$ cat src/rtl/core/assert_macros.svh
// ----------------------------------------------------------------------------
// Assertion macros
// Shared helpers for concurrent checks in the RTL.
// ----------------------------------------------------------------------------
`ifndef ASSERT_MACROS_SVH
`define ASSERT_MACROS_SVH

// Same-cycle implication, disabled while reset is high.
`define ASSERT_IMPL(label, clk, rst, ante, cons, msg) \
  label: assert property (@(posedge clk) disable iff (rst) (ante) |-> (cons)) \
    else $error(msg);

// Next-cycle implication, disabled while reset is high.
`define ASSERT_NEXT(label, clk, rst, ante, cons, msg) \
  label: assert property (@(posedge clk) disable iff (rst) (ante) |=> (cons)) \
    else $error(msg);

`endif

$ cat src/rtl/core/tosc_pkg.sv
// ----------------------------------------------------------------------------
// tosc_pkg
// Types, constants and helper functions of the oscillation profile block.
// ----------------------------------------------------------------------------
`timescale 1ns / 1ps

package tosc_pkg;

  localparam int FRAC_BITS = 16;

  // Shared arithmetic unit widths.
  localparam int OPA_W    = 56;
  localparam int OPB_W    = 35;
  localparam int MULB_W   = 32;
  localparam int PROD_W   = OPA_W + MULB_W;
  localparam int DIVN_W   = 48;
  localparam int ROOT_W   = 24;
  localparam int SQREM_W  = ROOT_W + 2;
  localparam int CNT_W    = 6;

  // Configuration register indexes.
  localparam logic [2:0] CFG_AMPLITUDE  = 3'd0;
  localparam logic [2:0] CFG_MAX_SPEED  = 3'd1;
  localparam logic [2:0] CFG_ACCEL_RATE = 3'd2;
  localparam logic [2:0] CFG_DECEL_RATE = 3'd3;
  localparam logic [2:0] CFG_START_NEG  = 3'd4;

  // Configuration reset values.
  localparam logic [19:0] AMP_RST   = 20'd98304;
  localparam logic [20:0] SPEED_RST = 21'd65536;
  localparam logic [22:0] ACCEL_RST = 23'd196608;
  localparam logic [22:0] DECEL_RST = 23'd196608;

  // Profile phase codes.
  localparam logic [1:0] PH_ACCEL  = 2'd0;
  localparam logic [1:0] PH_CRUISE = 2'd1;
  localparam logic [1:0] PH_DECEL  = 2'd2;

  typedef enum logic [1:0] {
    ALU_MUL,
    ALU_DIV,
    ALU_SQRT
  } alu_op_t;

  typedef struct packed {
    logic    start;
    alu_op_t op;
  } alu_req_t;

  typedef struct packed {
    logic busy;
    logic done;
  } alu_sts_t;

  typedef enum logic [4:0] {
    ST_IDLE,
    ST_T_CHK,
    ST_T_K,
    ST_D_SEL,
    ST_D_ACC1,
    ST_D_ACC2,
    ST_D_CRU,
    ST_D_DEC1,
    ST_D_DEC2,
    ST_D_DEC3,
    ST_D_FIN,
    ST_OUT,
    ST_B_VV,
    ST_B_AD,
    ST_B_DD,
    ST_B_CMP,
    ST_B_CT,
    ST_B_AB,
    ST_B_H,
    ST_B_DH,
    ST_B_PK,
    ST_B_PP,
    ST_B_AD2,
    ST_B_AT,
    ST_B_DT
  } seq_state_t;

  function automatic logic [31:0] sat32(input logic [63:0] v);
    return (v[63:32] != 32'd0) ? 32'hFFFF_FFFF : v[31:0];
  endfunction

  // Limit a distance to the segment length.
  function automatic logic [20:0] clamp_len(input logic [63:0] x, input logic [20:0] d);
    return (x > {43'd0, d}) ? d : x[20:0];
  endfunction

  // Move from an origin by len in the given direction, saturating to 22 bits.
  function automatic logic signed [21:0] step_end(input logic signed [21:0] org,
                                                  input logic neg,
                                                  input logic [20:0] len);
    logic signed [23:0] o;
    logic signed [23:0] l;
    logic signed [23:0] r;
    o = {{2{org[21]}}, org};
    l = {3'b000, len};
    r = neg ? (o - l) : (o + l);
    if (r > 24'sd2097151) begin
      return 22'sh1FFFFF;
    end else if (r < -24'sd2097152) begin
      return 22'sh200000;
    end
    return r[21:0];
  endfunction

endpackage

$ cat src/rtl/core/tosc_alu.sv
// ----------------------------------------------------------------------------
// tosc_alu
// Shared bit-serial unit: multiply, restoring divide and integer square root.
// ----------------------------------------------------------------------------
`timescale 1ns / 1ps

module tosc_alu (
  input  logic                 clk,
  input  logic                 rst,
  input  tosc_pkg::alu_req_t   req,
  input  logic [55:0]          opa,
  input  logic [34:0]          opb,
  output tosc_pkg::alu_sts_t   sts,
  output logic [87:0]          result,
  output logic [34:0]          remainder
);
  import tosc_pkg::*;

  logic                busy;
  logic                done;
  alu_op_t             op_r;
  logic [CNT_W-1:0]    cnt;
  logic [PROD_W-1:0]   prod;
  logic [OPA_W-1:0]    mcand;
  logic [DIVN_W-1:0]   div_q;
  logic [OPB_W-1:0]    div_r;
  logic [OPB_W-1:0]    divisor;
  logic [DIVN_W-1:0]   sq_val;
  logic [ROOT_W-1:0]   sq_root;
  logic [SQREM_W-1:0]  sq_rem;

  logic [OPA_W:0]      mul_sum;
  logic [OPB_W:0]      div_r2;
  logic [OPB_W:0]      div_sub;
  logic                div_ge;
  logic [SQREM_W+1:0]  sq_r2;
  logic [SQREM_W+1:0]  sq_trial;
  logic                sq_ge;

  // One multiplier bit, one quotient bit or one root bit per cycle.
  always_comb begin
    mul_sum  = {1'b0, prod[PROD_W-1:MULB_W]} + (prod[0] ? {1'b0, mcand} : '0);
    div_r2   = {div_r, div_q[DIVN_W-1]};
    div_ge   = div_r2 >= {1'b0, divisor};
    div_sub  = div_r2 - {1'b0, divisor};
    sq_r2    = {sq_rem, sq_val[DIVN_W-1:DIVN_W-2]};
    sq_trial = {2'b00, sq_root, 2'b01};
    sq_ge    = sq_r2 >= sq_trial;
  end

  always_ff @(posedge clk) begin
    if (rst) begin
      busy <= 1'b0;
      done <= 1'b0;
      cnt  <= '0;
      op_r <= ALU_MUL;
    end else begin
      done <= 1'b0;
      if (req.start && !busy) begin
        busy <= 1'b1;
        op_r <= req.op;
        case (req.op)
          ALU_MUL:  cnt <= CNT_W'(MULB_W - 1);
          ALU_DIV:  cnt <= CNT_W'(DIVN_W - 1);
          ALU_SQRT: cnt <= CNT_W'(ROOT_W - 1);
          default:  cnt <= '0;
        endcase
      end else if (busy) begin
        cnt <= cnt - 1'b1;
        if (cnt == '0) begin
          busy <= 1'b0;
          done <= 1'b1;
        end
      end
    end
  end

  always_ff @(posedge clk) begin
    if (req.start && !busy) begin
      prod    <= {{OPA_W{1'b0}}, opb[MULB_W-1:0]};
      mcand   <= opa;
      div_q   <= opa[DIVN_W-1:0];
      div_r   <= '0;
      divisor <= opb;
      sq_val  <= opa[DIVN_W-1:0];
      sq_root <= '0;
      sq_rem  <= '0;
    end else if (busy) begin
      case (op_r)
        ALU_MUL: begin
          prod <= {mul_sum, prod[MULB_W-1:1]};
        end
        ALU_DIV: begin
          div_q <= {div_q[DIVN_W-2:0], div_ge};
          div_r <= div_ge ? div_sub[OPB_W-1:0] : div_r2[OPB_W-1:0];
        end
        ALU_SQRT: begin
          sq_val  <= {sq_val[DIVN_W-3:0], 2'b00};
          sq_root <= {sq_root[ROOT_W-2:0], sq_ge};
          sq_rem  <= sq_ge ? SQREM_W'(sq_r2 - sq_trial) : sq_r2[SQREM_W-1:0];
        end
        default: begin
        end
      endcase
    end
  end

  always_comb begin
    case (op_r)
      ALU_MUL:  result = prod;
      ALU_DIV:  result = {{(PROD_W-DIVN_W){1'b0}}, div_q};
      ALU_SQRT: result = {{(PROD_W-ROOT_W){1'b0}}, sq_root};
      default:  result = '0;
    endcase
  end

  assign remainder = div_r;
  assign sts.busy  = busy;
  assign sts.done  = done;

endmodule

$ cat src/rtl/core/trapezoid_oscillation_profile.sv
// ----------------------------------------------------------------------------
// trapezoid_oscillation_profile
// Back-and-forth position generator with trapezoidal speed segments.
// ----------------------------------------------------------------------------
//
//   Channel  Direction  Beat carries
//   in       sink       tick_time (elapsed time, Q0.16 seconds)
//   out      source     position_offset, moving_negative, phase
//   cfg      sink       cfg_index, cfg_data (register write)
//
// Each step on the shared unit runs its iterations between a start and a
// done. A tick of zero time goes straight to the output step. A tick inside
// a segment takes one to three multiplies plus control. A tick that ends a
// segment adds a profile rebuild and a division. After reset, and after
// every accepted write to a known register index, the profile is rebuilt
// (as a trapezoid or as a triangle) and in_ready stays low until it is
// done.
// A finished result waits in the output register; the next tick may be
// accepted meanwhile, and a later result waits for that register to empty.
// ----------------------------------------------------------------------------
`timescale 1ns / 1ps

module trapezoid_oscillation_profile (
  input  logic               clk,
  input  logic               rst,
  input  logic               in_valid,
  output logic               in_ready,
  input  logic [15:0]        tick_time,
  output logic               out_valid,
  input  logic               out_ready,
  output logic signed [21:0] position_offset,
  output logic               moving_negative,
  output logic [1:0]         phase,
  input  logic               cfg_valid,
  output logic               cfg_ready,
  input  logic [2:0]         cfg_index,
  input  logic [31:0]        cfg_data
);
  import tosc_pkg::*;

  // Configuration registers. The start direction is only ever copied into
  // the heading before the first movement, so it needs no register of its own.
  logic [19:0] amp;
  logic [20:0] vmax;
  logic [22:0] acc_rate;
  logic [22:0] dec_rate;

  // Motion state.
  logic signed [21:0] offset_now;
  logic signed [21:0] origin;
  logic [20:0]        seg_len;
  logic [31:0]        seg_time;
  logic               heading;
  logic               moved;

  // Profile words of the current segment.
  logic [31:0] w_at;
  logic [31:0] w_ct;
  logic [31:0] w_dt;
  logic [31:0] w_pk;
  logic [31:0] w_ad;
  logic [31:0] w_cd;

  // Working registers of the sequencer.
  logic [55:0] t_x;
  logic [49:0] t_y;
  logic [47:0] t_ad;
  logic [47:0] t_dd;
  logic [47:0] t_ct;
  logic [23:0] t_pk;
  logic [20:0] t_cd;
  logic [31:0] t_e;
  logic [31:0] t_r;
  logic [20:0] t_s;
  logic        ret_tick;

  seq_state_t state;
  seq_state_t state_next;

  // Shared unit interface.
  alu_req_t    alu_req;
  alu_sts_t    alu_sts;
  logic [55:0] alu_opa;
  logic [34:0] alu_opb;
  logic [87:0] alu_res;
  logic [34:0] alu_rem;
  logic        op_state;
  logic        pend;

  // Derived operands: zero registers count as one LSB.
  logic [20:0] v1;
  logic [22:0] a1;
  logic [22:0] b1;
  logic [20:0] d1;
  logic [23:0] two_a;
  logic [23:0] two_b;
  logic [23:0] a_plus_b;
  logic [33:0] dur_sum;
  logic [33:0] dur;
  logic [32:0] e_sum;
  logic [31:0] e_ep;
  logic [31:0] e_epp;
  logic [31:0] p_ep;
  logic [48:0] ad_dd;
  logic [63:0] cru_sum;
  logic [49:0] dec_tot;
  logic [54:0] q_dec;
  logic [49:0] dec_diff;
  logic        in_take;
  logic        cfg_take;
  logic        out_free;
  logic [1:0]  phase_now;

  always_comb begin
    v1       = (vmax == '0) ? 21'd1 : vmax;
    a1       = (acc_rate == '0) ? 23'd1 : acc_rate;
    b1       = (dec_rate == '0) ? 23'd1 : dec_rate;
    d1       = (seg_len == '0) ? 21'd1 : seg_len;
    two_a    = {a1, 1'b0};
    two_b    = {b1, 1'b0};
    a_plus_b = {1'b0, a1} + {1'b0, b1};
    dur_sum  = {2'b00, w_at} + {2'b00, w_ct} + {2'b00, w_dt};
    dur      = (dur_sum == '0) ? 34'd1 : dur_sum;
    e_sum    = {1'b0, seg_time} + {17'd0, tick_time};
    e_ep     = t_e - w_at;
    e_epp    = e_ep - w_ct;
    p_ep     = seg_time - w_at;
    ad_dd    = {1'b0, t_ad} + {1'b0, t_dd};
    cru_sum  = {32'd0, w_ad} + {16'd0, alu_res[63:16]};
    dec_tot  = {18'd0, w_ad} + {18'd0, w_cd} + {2'd0, alu_res[63:16]};
    q_dec    = alu_res[87:33];
    dec_diff = ({5'd0, q_dec[49:0]} > {5'd0, t_y} || q_dec[54:50] != '0) ? '0
               : (t_y - q_dec[49:0]);
    in_ready  = (state == ST_IDLE);
    cfg_ready = (state == ST_IDLE) && !in_valid;
    in_take   = in_valid && in_ready;
    cfg_take  = cfg_valid && cfg_ready;
    out_free  = !out_valid || out_ready;
  end

  // Phase of the current segment time.
  always_comb begin
    if (seg_time == '0 || seg_time < w_at) begin
      phase_now = PH_ACCEL;
    end else if (p_ep < w_ct) begin
      phase_now = PH_CRUISE;
    end else begin
      phase_now = PH_DECEL;
    end
  end

  // Sequencer: next state and shared-unit operands.
  always_comb begin
    state_next = state;
    op_state   = 1'b0;
    alu_req.op = ALU_MUL;
    alu_opa    = '0;
    alu_opb    = '0;
    case (state)
      ST_IDLE: begin
        if (cfg_take) begin
          if (cfg_index <= CFG_START_NEG) begin
            state_next = ST_B_VV;
          end
        end else if (in_take) begin
          state_next = (tick_time == '0) ? ST_OUT : ST_T_CHK;
        end
      end
      ST_T_CHK: begin
        state_next = ({2'b00, t_e} >= dur) ? ST_B_VV : ST_D_SEL;
      end
      ST_T_K: begin
        op_state   = 1'b1;
        alu_req.op = ALU_DIV;
        alu_opa    = {24'd0, t_e};
        alu_opb    = {1'b0, dur};
        if (alu_sts.done) begin
          state_next = ST_D_SEL;
        end
      end
      ST_D_SEL: begin
        if (t_e == '0) begin
          state_next = ST_D_FIN;
        end else if (t_e < w_at) begin
          state_next = ST_D_ACC1;
        end else if (e_ep < w_ct) begin
          state_next = ST_D_CRU;
        end else if (e_epp < w_dt) begin
          state_next = ST_D_DEC1;
        end else begin
          state_next = ST_D_FIN;
        end
      end
      ST_D_ACC1: begin
        op_state = 1'b1;
        alu_opa  = {33'd0, a1};
        alu_opb  = {3'd0, t_r};
        if (alu_sts.done) begin
          state_next = ST_D_ACC2;
        end
      end
      ST_D_ACC2: begin
        op_state = 1'b1;
        alu_opa  = t_x;
        alu_opb  = {3'd0, t_r};
        if (alu_sts.done) begin
          state_next = ST_D_FIN;
        end
      end
      ST_D_CRU: begin
        op_state = 1'b1;
        alu_opa  = {24'd0, w_pk};
        alu_opb  = {3'd0, t_r};
        if (alu_sts.done) begin
          state_next = ST_D_FIN;
        end
      end
      ST_D_DEC1: begin
        op_state = 1'b1;
        alu_opa  = {24'd0, w_pk};
        alu_opb  = {3'd0, t_r};
        if (alu_sts.done) begin
          state_next = ST_D_DEC2;
        end
      end
      ST_D_DEC2: begin
        op_state = 1'b1;
        alu_opa  = {33'd0, b1};
        alu_opb  = {3'd0, t_r};
        if (alu_sts.done) begin
          state_next = ST_D_DEC3;
        end
      end
      ST_D_DEC3: begin
        op_state = 1'b1;
        alu_opa  = t_x;
        alu_opb  = {3'd0, t_r};
        if (alu_sts.done) begin
          state_next = ST_D_FIN;
        end
      end
      ST_D_FIN: begin
        state_next = ST_OUT;
      end
      ST_OUT: begin
        if (out_free) begin
          state_next = ST_IDLE;
        end
      end
      ST_B_VV: begin
        op_state = 1'b1;
        alu_opa  = {35'd0, v1};
        alu_opb  = {14'd0, v1};
        if (alu_sts.done) begin
          state_next = ST_B_AD;
        end
      end
      ST_B_AD: begin
        op_state   = 1'b1;
        alu_req.op = ALU_DIV;
        alu_opa    = t_x;
        alu_opb    = {11'd0, two_a};
        if (alu_sts.done) begin
          state_next = ST_B_DD;
        end
      end
      ST_B_DD: begin
        op_state   = 1'b1;
        alu_req.op = ALU_DIV;
        alu_opa    = t_x;
        alu_opb    = {11'd0, two_b};
        if (alu_sts.done) begin
          state_next = ST_B_CMP;
        end
      end
      ST_B_CMP: begin
        state_next = (ad_dd <= {28'd0, d1}) ? ST_B_CT : ST_B_AB;
      end
      ST_B_CT: begin
        op_state   = 1'b1;
        alu_req.op = ALU_DIV;
        alu_opa    = {19'd0, t_cd, {FRAC_BITS{1'b0}}};
        alu_opb    = {14'd0, v1};
        if (alu_sts.done) begin
          state_next = ST_B_AT;
        end
      end
      ST_B_AB: begin
        op_state = 1'b1;
        alu_opa  = {33'd0, a1};
        alu_opb  = {12'd0, b1};
        if (alu_sts.done) begin
          state_next = ST_B_H;
        end
      end
      ST_B_H: begin
        op_state   = 1'b1;
        alu_req.op = ALU_DIV;
        alu_opa    = t_x;
        alu_opb    = {11'd0, a_plus_b};
        if (alu_sts.done) begin
          state_next = ST_B_DH;
        end
      end
      ST_B_DH: begin
        op_state = 1'b1;
        alu_opa  = t_x;
        alu_opb  = {14'd0, d1};
        if (alu_sts.done) begin
          state_next = ST_B_PK;
        end
      end
      ST_B_PK: begin
        op_state   = 1'b1;
        alu_req.op = ALU_SQRT;
        alu_opa    = {t_x[54:0], 1'b0};
        if (alu_sts.done) begin
          state_next = ST_B_PP;
        end
      end
      ST_B_PP: begin
        op_state = 1'b1;
        alu_opa  = {32'd0, t_pk};
        alu_opb  = {11'd0, t_pk};
        if (alu_sts.done) begin
          state_next = ST_B_AD2;
        end
      end
      ST_B_AD2: begin
        op_state   = 1'b1;
        alu_req.op = ALU_DIV;
        alu_opa    = t_x;
        alu_opb    = {11'd0, two_a};
        if (alu_sts.done) begin
          state_next = ST_B_AT;
        end
      end
      ST_B_AT: begin
        op_state   = 1'b1;
        alu_req.op = ALU_DIV;
        alu_opa    = {16'd0, t_pk, {FRAC_BITS{1'b0}}};
        alu_opb    = {12'd0, a1};
        if (alu_sts.done) begin
          state_next = ST_B_DT;
        end
      end
      ST_B_DT: begin
        op_state   = 1'b1;
        alu_req.op = ALU_DIV;
        alu_opa    = {16'd0, t_pk, {FRAC_BITS{1'b0}}};
        alu_opb    = {12'd0, b1};
        if (alu_sts.done) begin
          state_next = ret_tick ? ST_T_K : ST_IDLE;
        end
      end
      default: begin
        state_next = ST_IDLE;
      end
    endcase
    alu_req.start = op_state && !pend;
  end

  always_ff @(posedge clk) begin
    if (rst) begin
      state <= ST_B_VV;
    end else begin
      state <= state_next;
    end
  end

  // The unit is started once on entry to each step and the step ends on done.
  always_ff @(posedge clk) begin
    if (rst) begin
      pend <= 1'b0;
    end else if (alu_req.start) begin
      pend <= 1'b1;
    end else if (alu_sts.done) begin
      pend <= 1'b0;
    end
  end

  tosc_alu u_alu (
    .clk       (clk),
    .rst       (rst),
    .req       (alu_req),
    .opa       (alu_opa),
    .opb       (alu_opb),
    .sts       (alu_sts),
    .result    (alu_res),
    .remainder (alu_rem)
  );

  // Configuration and motion state.
  always_ff @(posedge clk) begin
    if (rst) begin
      amp        <= AMP_RST;
      vmax       <= SPEED_RST;
      acc_rate   <= ACCEL_RST;
      dec_rate   <= DECEL_RST;
      offset_now <= '0;
      origin     <= '0;
      seg_len    <= {1'b0, AMP_RST};
      seg_time   <= '0;
      heading    <= 1'b0;
      moved      <= 1'b0;
      ret_tick   <= 1'b0;
    end else begin
      case (state)
        ST_IDLE: begin
          if (cfg_take) begin
            ret_tick <= 1'b0;
            case (cfg_index)
              CFG_AMPLITUDE: begin
                amp <= cfg_data[19:0];
                if (!moved) begin
                  seg_len <= {1'b0, cfg_data[19:0]};
                end
              end
              CFG_MAX_SPEED:  vmax     <= cfg_data[20:0];
              CFG_ACCEL_RATE: acc_rate <= cfg_data[22:0];
              CFG_DECEL_RATE: dec_rate <= cfg_data[22:0];
              CFG_START_NEG: begin
                if (!moved) begin
                  heading <= cfg_data[0];
                end
              end
              default: begin
              end
            endcase
          end else if (in_take && tick_time != '0) begin
            moved <= 1'b1;
          end
        end
        ST_T_CHK: begin
          if ({2'b00, t_e} >= dur) begin
            // The current segment ends: turn round onto a full swing.
            origin   <= step_end(origin, heading, seg_len);
            heading  <= ~heading;
            seg_len  <= {amp, 1'b0};
            ret_tick <= 1'b1;
          end else begin
            seg_time <= t_e;
          end
        end
        ST_T_K: begin
          if (alu_sts.done) begin
            seg_time <= alu_rem[31:0];
            // An odd count of whole swings leaves us on the far side.
            if (alu_res[0]) begin
              origin  <= step_end(origin, heading, seg_len);
              heading <= ~heading;
            end
          end
        end
        ST_D_FIN: begin
          offset_now <= step_end(origin, heading, t_s);
        end
        default: begin
        end
      endcase
    end
  end

  // Working registers and profile words.
  always_ff @(posedge clk) begin
    case (state)
      ST_IDLE: begin
        t_e <= (e_sum[32]) ? 32'hFFFF_FFFF : e_sum[31:0];
      end
      ST_T_CHK: begin
        if ({2'b00, t_e} >= dur) begin
          t_e <= t_e - dur[31:0];
        end
      end
      ST_T_K: begin
        if (alu_sts.done) begin
          t_e <= alu_rem[31:0];
        end
      end
      ST_D_SEL: begin
        if (t_e == '0) begin
          t_s <= '0;
        end else if (t_e < w_at) begin
          t_r <= t_e;
        end else if (e_ep < w_ct) begin
          t_r <= e_ep;
        end else if (e_epp < w_dt) begin
          t_r <= e_epp;
        end else begin
          t_s <= d1;
        end
      end
      ST_D_ACC1: begin
        if (alu_sts.done) begin
          t_x <= alu_res[55:0];
        end
      end
      ST_D_ACC2: begin
        if (alu_sts.done) begin
          t_s <= clamp_len({9'd0, alu_res[87:33]}, d1);
        end
      end
      ST_D_CRU: begin
        if (alu_sts.done) begin
          t_s <= clamp_len(cru_sum, d1);
        end
      end
      ST_D_DEC1: begin
        if (alu_sts.done) begin
          t_y <= dec_tot;
        end
      end
      ST_D_DEC2: begin
        if (alu_sts.done) begin
          t_x <= alu_res[55:0];
        end
      end
      ST_D_DEC3: begin
        if (alu_sts.done) begin
          t_s <= clamp_len({14'd0, dec_diff}, d1);
        end
      end
      ST_B_VV, ST_B_AB, ST_B_DH, ST_B_PP: begin
        if (alu_sts.done) begin
          t_x <= alu_res[55:0];
        end
      end
      ST_B_AD, ST_B_AD2: begin
        if (alu_sts.done) begin
          t_ad <= alu_res[47:0];
        end
      end
      ST_B_DD: begin
        if (alu_sts.done) begin
          t_dd <= alu_res[47:0];
        end
      end
      ST_B_CMP: begin
        if (ad_dd <= {28'd0, d1}) begin
          t_pk <= {3'd0, v1};
          t_cd <= d1 - t_ad[20:0] - t_dd[20:0];
        end else begin
          t_cd <= '0;
          t_ct <= '0;
        end
      end
      ST_B_CT: begin
        if (alu_sts.done) begin
          t_ct <= alu_res[47:0];
        end
      end
      ST_B_H: begin
        if (alu_sts.done) begin
          t_x <= {8'd0, alu_res[47:0]};
        end
      end
      ST_B_PK: begin
        if (alu_sts.done) begin
          t_pk <= alu_res[23:0];
        end
      end
      ST_B_AT: begin
        if (alu_sts.done) begin
          w_at <= sat32({16'd0, alu_res[47:0]});
        end
      end
      ST_B_DT: begin
        if (alu_sts.done) begin
          w_dt <= sat32({16'd0, alu_res[47:0]});
          w_pk <= {8'd0, t_pk};
          w_ad <= sat32({16'd0, t_ad});
          w_cd <= {11'd0, t_cd};
          w_ct <= sat32({16'd0, t_ct});
        end
      end
      default: begin
      end
    endcase
  end

  // Output register: holds one result beat while the next tick is worked on.
  always_ff @(posedge clk) begin
    if (rst) begin
      out_valid <= 1'b0;
    end else if (state == ST_OUT && out_free) begin
      out_valid <= 1'b1;
    end else if (out_ready) begin
      out_valid <= 1'b0;
    end
  end

  always_ff @(posedge clk) begin
    if (state == ST_OUT && out_free) begin
      position_offset <= offset_now;
      moving_negative <= heading;
      phase           <= phase_now;
    end
  end

  // Checks on the sequencer and the shared unit.
  `include "assert_macros.svh"

  `ASSERT_IMPL(a_idle_unit_free, clk, rst, in_ready, !alu_sts.busy, "unit busy while idle")
  `ASSERT_IMPL(a_pend_in_step, clk, rst, pend, op_state, "unit pending outside a step")
  `ASSERT_NEXT(a_zero_tick_hold, clk, rst, in_take && (tick_time == '0), $stable(seg_time), "zero tick moved time")
  `ASSERT_IMPL(a_result_source, clk, rst, $rose(out_valid), $past(state) == ST_OUT, "result from wrong step")

endmodule

$ cat config.mk
export PLATFORM = sky130hd
export DESIGN_NAME = trapezoid_oscillation_profile
export DESIGN_NICKNAME = d
export VERILOG_FILES = /design/src/rtl/core/tosc_pkg.sv /design/src/rtl/core/tosc_alu.sv /design/src/rtl/core/trapezoid_oscillation_profile.sv
export VERILOG_INCLUDE_DIRS = /design/src /design/src/rtl/core
export SDC_FILE = /design/constraint.sdc
export NUM_CORES = 2
export LEC_CHECK = 0
export ABC_CLOCK_PERIOD_IN_PS = 14700
export BUFFER_PORTS_ARGS = -buffer_cell sky130_fd_sc_hd__buf_2
export CORE_MARGIN = 5
export CORE_UTILIZATION = 55
export CTS_BUF_LIST = sky130_fd_sc_hd__clkbuf_8
export CTS_CLUSTER_DIAMETER = 40
export DETAILED_ROUTE_END_ITERATION = 7
export PLACE_DENSITY = 0.67
export SETUP_SLACK_MARGIN = 0.05
export SLEW_MARGIN = 20
export SYNTH_ARGS = -nofsm -noshare
export SYNTH_HDL_FRONTEND = slang
export SYNTH_SLANG_ARGS = --single-unit
export TNS_END_PERCENT = 20
$ cat constraint.sdc
create_clock -name clk -period 14.7 [get_ports clk]
set_input_delay 2.94 -clock clk [delete_from_list [all_inputs] [get_ports clk]]
set_output_delay 2.94 -clock clk [all_outputs]
set_load 0.01 [all_outputs]
* Word level (Yosys, flattened, before mapping)
Index checks and enable logic that the tools add are counted.
Storage, ports and cells: bits in registers 1142, bits of input ports 56, output and inout bits 28, logic and storage cells 382
Cells by class: add/subtract/negate cells 23, $lt $le $gt $ge 18, equal/unequal tests 68, multiplexer cells 135, bitwise operators 4, reduce and logical (&&, ||, !) cells 88
Operators with widths (count):
- $pmux W56 S10 | 1
- $mux W48 | 8
- $mux W32 | 11
- $pmux W34 S10 | 1
- $mux W21 | 16
- $pmux W88 S3 | 1
- $mux W22 | 10
- $mux W56 | 3
- $lt A32 B32 Y1 | 5
- $sub A32 B32 Y32 | 4
- $pmux W56 S2 | 1
- $pmux W5 S22 | 1
- $mux W5 | 20
- $mux W24 | 4
- $pmux W32 S3 | 1
- $pmux W48 S2 | 1
- $pmux W21 S4 | 1
- $logic_not A32 Y1 | 2
- $pmux W32 S2 | 1
- $reduce_bool A16 Y1 | 4
- $add A56 B56 Y57 | 1
- $gt A55 B21 Y1 | 1
- $gt A50 B21 Y1 | 1
- $gt A50 B50 Y1 | 1
- 82 further kinds | 236

* Depth between registers and ports, before layout
depth after elaboration 13, mapped depth 36, mapped depth without buffers 36

* Hierarchy
Synthesis repeated with hierarchy kept, for this count alone.
Second synthesis, totals: cells, all modules 9119, area total of the unflattened synthesis 82588.0 µm²
By module, submodules not included:
- trapezoid_oscillation_profile | instances 1, cells an instance 6754, area an instance 61201.2 µm², seq. area each 21210.3 µm²
- tosc_alu | instances 1, cells an instance 2365, area an instance 21386.8 µm², seq. area each 9599.2 µm²

* Worst setup path after synthesis
Ideal clock, no wire load.
path kind register to register, start point register t_e[0], end point register t_s[0] (enable), setup time 467 ps, data arrival time 7922 ps, required time 14233 ps, path slack 6311 ps, stages on the path, launching flop included 36, buffers on the path 0, clock period less this slack 8389 ps, path through edfxtp_1 -> inv_1 -> ha_1 -> inv_1 -> fa_1 -> a21o_1 -> a21o_1 -> a211oi_1 -> o21bai_1 -> a21oi_1 -> o21bai_1 -> a21oi_1 -> xnor2_1 -> ha_1 -> a21o_1 -> a21o_1 -> a21o_1 -> a21oi_1 -> o21bai_1 -> o41ai_1 -> nor2b_1 -> o21a_1 -> nor2_1 -> xnor2_1 -> ha_1 -> a21oi_1 -> nor2b_1 -> o21ai_0 -> nand2b_1 -> a2111oi_0 -> o221ai_1 -> nor2_1 -> o31ai_1 -> and3b_1 -> nor2_1 -> a21oi_1
On the way: longest elaborated chain between the ends 5, elaborated cells between the ends (all ways) 10, classes of those cells 2 x add/sub; 3 x order compare; 3 x eq/ne; 2 x reduce/logical
RTL lines:
- start: declaration | RTL line trapezoid_oscillation_profile.sv:72 | logic [31:0] t_e;
- start signal: assignment | RTL line trapezoid_oscillation_profile.sv:468 | t_e <= (e_sum[32]) ? 32'hFFFF_FFFF : e_sum[31:0];
- start signal: assignment | RTL line trapezoid_oscillation_profile.sv:472 | t_e <= t_e - dur[31:0];
- start signal: assignment | RTL line trapezoid_oscillation_profile.sv:477 | t_e <= alu_rem[31:0];
- $sub A32 B32 Y32 | RTL line trapezoid_oscillation_profile.sv:125 | e_ep = t_e - w_at;
- $sub A32 B32 Y32 | RTL line trapezoid_oscillation_profile.sv:126 | e_epp = e_ep - w_ct;
- $lt A32 B32 Y1 | RTL line trapezoid_oscillation_profile.sv:487 | end else if (e_epp < w_dt) begin
- $ne A3 B3 Y1 (no line)
- $reduce_and A7 Y1 (no line) *
- end signal: assignment | RTL line trapezoid_oscillation_profile.sv:500 | t_s <= clamp_len({9'd0, alu_res[87:33]}, d1);
- end signal: assignment | RTL line trapezoid_oscillation_profile.sv:505 | t_s <= clamp_len(cru_sum, d1);
- end signal: assignment | RTL line trapezoid_oscillation_profile.sv:520 | t_s <= clamp_len({14'd0, dec_diff}, d1);
- end: declaration | RTL line trapezoid_oscillation_profile.sv:74 | logic [20:0] t_s;
Mark *: on every way between the ends. The rest lies on a longest branch, timed or not. A chain may end at the register's enable or synchronous reset.

* Final worst setup path
start point register u_alu.op_r[0], end point register t_s[15] (data pin)
On the way: longest elaborated chain between the ends 9, elaborated cells between the ends (all ways) 20, classes of those cells 2 x add/sub; 4 x order compare; 2 x eq/ne; 9 x mux; 3 x reduce/logical
RTL lines:
- start: declaration | RTL line tosc_alu.sv:21 | alu_op_t op_r;
- start signal: assignment | RTL line tosc_alu.sv:61 | op_r <= req.op;
- $eq A2 B2 Y1 (tied with other cells) | RTL line tosc_alu.sv:109 | case (op_r)
- $pmux W88 S3 * | RTL line tosc_alu.sv:109
- net alu_res[33] | RTL line trapezoid_oscillation_profile.sv:85 | logic [87:0] alu_res;
- $gt A50 B50 Y1 | RTL line trapezoid_oscillation_profile.sv:132 | dec_diff = ({5'd0, q_dec[49:0]} > {5'd0, t_y} || q_dec[54:50] != '0) ? '0
- $logic_or A1 B1 Y1 | RTL line trapezoid_oscillation_profile.sv:132
- $mux W50 | RTL line trapezoid_oscillation_profile.sv:132
- $gt A50 B21 Y1 | RTL line tosc_pkg.sv:89 | return (x > {43'd0, d}) ? d : x[20:0];
- $mux W21 | RTL line tosc_pkg.sv:89
- $mux W21 | RTL line trapezoid_oscillation_profile.sv:519 | if (alu_sts.done) begin
- $pmux W21 S4 * | RTL line trapezoid_oscillation_profile.sv:466 | case (state)
Mark *: on every way through the listed nets, which the timed path passes. The rest lies on a longest branch. The select of a mux whose other input is x is not followed.

==> run_results.csv <==
group,metric,value,unit
sta,min_period,10340,ps
pwr,p_switching,3.39,mW
sta,hold_violations,0,
clock_tree,cts-root-buf,"clkbuf_8",
clock_tree,htreeDepth,4,
setup_path,worst_path_max_delay_cell,"o21ai_0",
synth,synth_most_common_cell,"nand2_1",
floorplan,fp.dieH,395,um
synth,synthFlopType,"edfxtp_1",
setup_path,reg2regPathDepth,30,
min_path,hp-start,"offset_now[12]$_SDFFE_PP0P_",
route,viasPerCell,6.51,
floorplan,start_util,0.553,
min_path,min_to,"position_offset[12]$_DFFE_PP_",
synth,synthArstFlopShare,0,
synth,synth-edff-count,795,
clock_tree,tritoncts,"built",
sta,fin_tns_setup,0,ps
sta,holdWs,430,ps
sta,fmaxAchievable,0.0968,GHz
clock_tree,path_clk_slew,60,ps
synth,synth_common_cells,"nand2_1, edfxtp_1, ha_1",
min_path,hold_path_class,"reg -> reg",
floorplan,die_w,395,um
placed_design,port_buffers,74,
floorplan,rows,141,
clock_tree,cts_buffer_depth,3,
route,dr.pass1.iters,8,
route,routed-via-count,71684,
setup_path,crit_path_end_kind,"flop",
sta,tightest_slew,1300,ps
synth,synthTopCellsByArea,"edfxtp_1, ha_1, dfxtp_1",
synth,syn_inst,8894,
placed_design,routabilityCongestion,1.01,
clock_tree,cts_num_sinks,1140,
final_layout,layout-drive-gt1-share,0.0888,
sta,fin_crit_sh,0.703,
pwr,p_int,6.48,mW
pwr,power_leakage,35.7,nW
placed_design,dpl_cell_area,84000,um^2
setup_path,critPathMaxStageDelay,860,ps
clock_tree,cts_made_buffers,215,
route,routedWlPerCell,27.2,um
synth,ys_types,105,
run,max_cap_viol_count,0,
route,drc,111,
setup_path,cp.required,15530,ps
final_layout,fin_area,88800,um^2
final_layout,nets,9736,
clock_tree,cts_hold_buf,0,
setup_path,worstPathArrival,11170,ps
sta,maxSlewHeadroom,0.128,
synth,synth_area_per_cell,9.17,um^2
floorplan,core,147000,um^2
synth,synth_top_area_frac,0.293,
global_routing,grt_use_total,0.370,
sta,skew,54.8,ps
setup_path,ff2ff_setup_slack,4360,ps
synth,synth_nets,9756,
setup_path,cpLargestDelayFamily,"compound AO/OA/AOI/OAI gates",
clock_tree,ctsResizeCount,0,
synth,yosysTopAreaCell,"edfxtp_1",
min_path,hold_depth,0,
sta,rsz0062_at_grt,"no",
route,drtIter0Drc,8312,
pwr,ir_drop,95.4,uV
synth,synth-seq-cells,1140,
floorplan,dieArea,156000,um^2
final_layout,area_growth,8.96,%
global_routing,grt_max_degree,148,
sta,slew_viol_final,0,
setup_path,r2r-start,"u_alu.op_r[0]$_SDFFE_PP0P_",
run_status,outcome,"finished with violations",
setup_path,cp_max_fo,23,
route,routed_wl,300000,um
setup_path,worstSetupPathType,"reg -> reg",
global_routing,grt_pass1_vias,67929,
setup_path,cp_num_buf_inv,3,
clock_tree,insertion_delay,990,ps
route,ant_nets,0,
run_status,violations,"design-rule violations",
synth,ys_warn_count,0,
pwr,p_sw_frac,0.343,
synth,ys_seq_area_frac,0.377,
pwr,p_per_area,111,nW/um^2
pwr,power_frac_seq,0.381,
global_routing,grt_pass1_wl,437000,um
global_routing,gr-total-overflow,0,
synth,synth_area,81500,um^2
pwr,p_comb_frac,0.270,
setup_path,r2r_end,"t_s[15]$_DFFE_PP_",
setup_path,cp-start-kind,"flop",
sta,setup_viol,0,
pwr,p_clk_frac,0.349,
global_routing,antenna_found_initial,26,
clock_tree,cts_setup_buffers,0,
final_layout,finish.utilization,0.602,
floorplan,io_pins,84,
placed_design,dp_hpwl,230000,um
==> kinds of logic (layout without fill, tap and decap cells) <==
logic type | after synthesis | after routing | share of synthesized area
and+or+nand+nor | 2823 | 2823 | 0.164
AOI/OAI and AO/OA | 2537 | 2537 | 0.207
DFF | 1140 | 1140 | 0.377
buffers and inverters | 919 | 1086 | 0.0427
adders and majority gates | 848 | 848 | 0.138
xor gates and xnor gates | 493 | 493 | 0.0530
muxes | 134 | 134 | 0.0170
other | 0 | 12 | 0
==> cell usage in the layout (no fill, tap or decap), types with 72 or more instances in the layout <==
master	n
mux2i_1	95
buf_2	73
a222oi_1	103
nand2_1	1018
nand3_1	175
nor4_1	88
nor2_1	607
edfxtp_1	795
nor2b_1	101
clkbuf_8	240
xor2_1	173
a21o_1	283
nor3_1	112
a211oi_1	107
a31oi_1	72
or2_2	122
xnor2_1	319
a21oi_1	618
and2_1	108
o21a_1	133
inv_1	520
fa_1	98
o21ai_0	518
buf_4	132
nand2b_1	117
dfxtp_1	342
nand4_1	138
ha_1	708
o21bai_1	85
==> flip-flops by register name (all words and copies together), names as in the netlist, 35 cells and up <==
signal and cells:
u_alu.prod 88, t_x 56, u_alu.mcand 56, t_y 49, t_ad 48, t_ct 48, t_dd 48, u_alu.div_q 48
u_alu.sq_val 48, u_alu.remainder 35
==> metrics by stage <==
step | instances | power [mW] | setup WS (ps)
after floorplan | 8894 | 5.51 | 6310
after global placement | 10582 | 6.37 | 4570
after detailed placement | 10586 | 6.41 | 4530
after CTS | 10990 | 9.83 | 4480
after global routing | 10994 | 10.3 | 3860
final | 11003 | 9.87 | 4360
==> worst register-to-register path, delay by kind of cell, from the launching register on <==
kind	cells	cell delay, ps
compound gates	15	4410
simple gates	8	3080
fa+ha+maj	3	1050
buf+inv	3	790
flops	1	620
mux	1	250
==> layout make-up <==
cell class	instances	area, um^2
Clock buffer	240	3300
Antenna cell	12	30.0
Inverter	470	1770
Clock inverter	164	1450
Fill cell	12875	58600
Sequential cell	1140	30800
Timing Repair Buffer	212	1500
Multi-Input combinational cell	6835	47600
Tap cell	1930	2410
==> power by group through the flow <==
| stage | Sequential [mW] | Clock, mW | Combinational (mW) |
|---|---|---|---|
| finish | 3.76 | 3.45 | 2.67 |
| detailed placement | 3.82 | 0 | 2.59 |
| floorplan | 3.75 | 0 | 1.76 |
| CTS | 3.75 | 3.47 | 2.61 |
| global route | 3.76 | 3.64 | 2.87 |
| global placement | 3.81 | 0 | 2.56 |
==> routing by layer <==
layer / vias up / wire length [um] / global-route usage
met2: 3634 / 135000 / 0.586
met5: - / 44 / 0
li1: 32751 / - / -
met3: 820 / 26500 / 0.0706
met1: 34473 / 115000 / 0.460
met4: 6 / 23300 / 0.252
==> worst max-delay path by stage <==
stage                          startpoint           endpoint  slack [ps]  cells past startpoint
2_1_floorplan            t_e[0]$_DFFE_PP_   t_s[0]$_DFFE_PP_        6310                     35
3_3_place_gp   u_alu.op_r[0]$_SDFFE_PP0P_  t_s[15]$_DFFE_PP_        4570                     30
3_5_place_dp   u_alu.op_r[0]$_SDFFE_PP0P_  t_s[15]$_DFFE_PP_        4530                     30
4_1_cts        u_alu.op_r[0]$_SDFFE_PP0P_  t_s[15]$_DFFE_PP_        4480                     30
5_1_grt        u_alu.op_r[0]$_SDFFE_PP0P_  t_s[15]$_DFFE_PP_        3860                     30
6_report       u_alu.op_r[0]$_SDFFE_PP0P_  t_s[15]$_DFFE_PP_        4360                     30
Note: power is estimated with default switching activity, not from simulation.
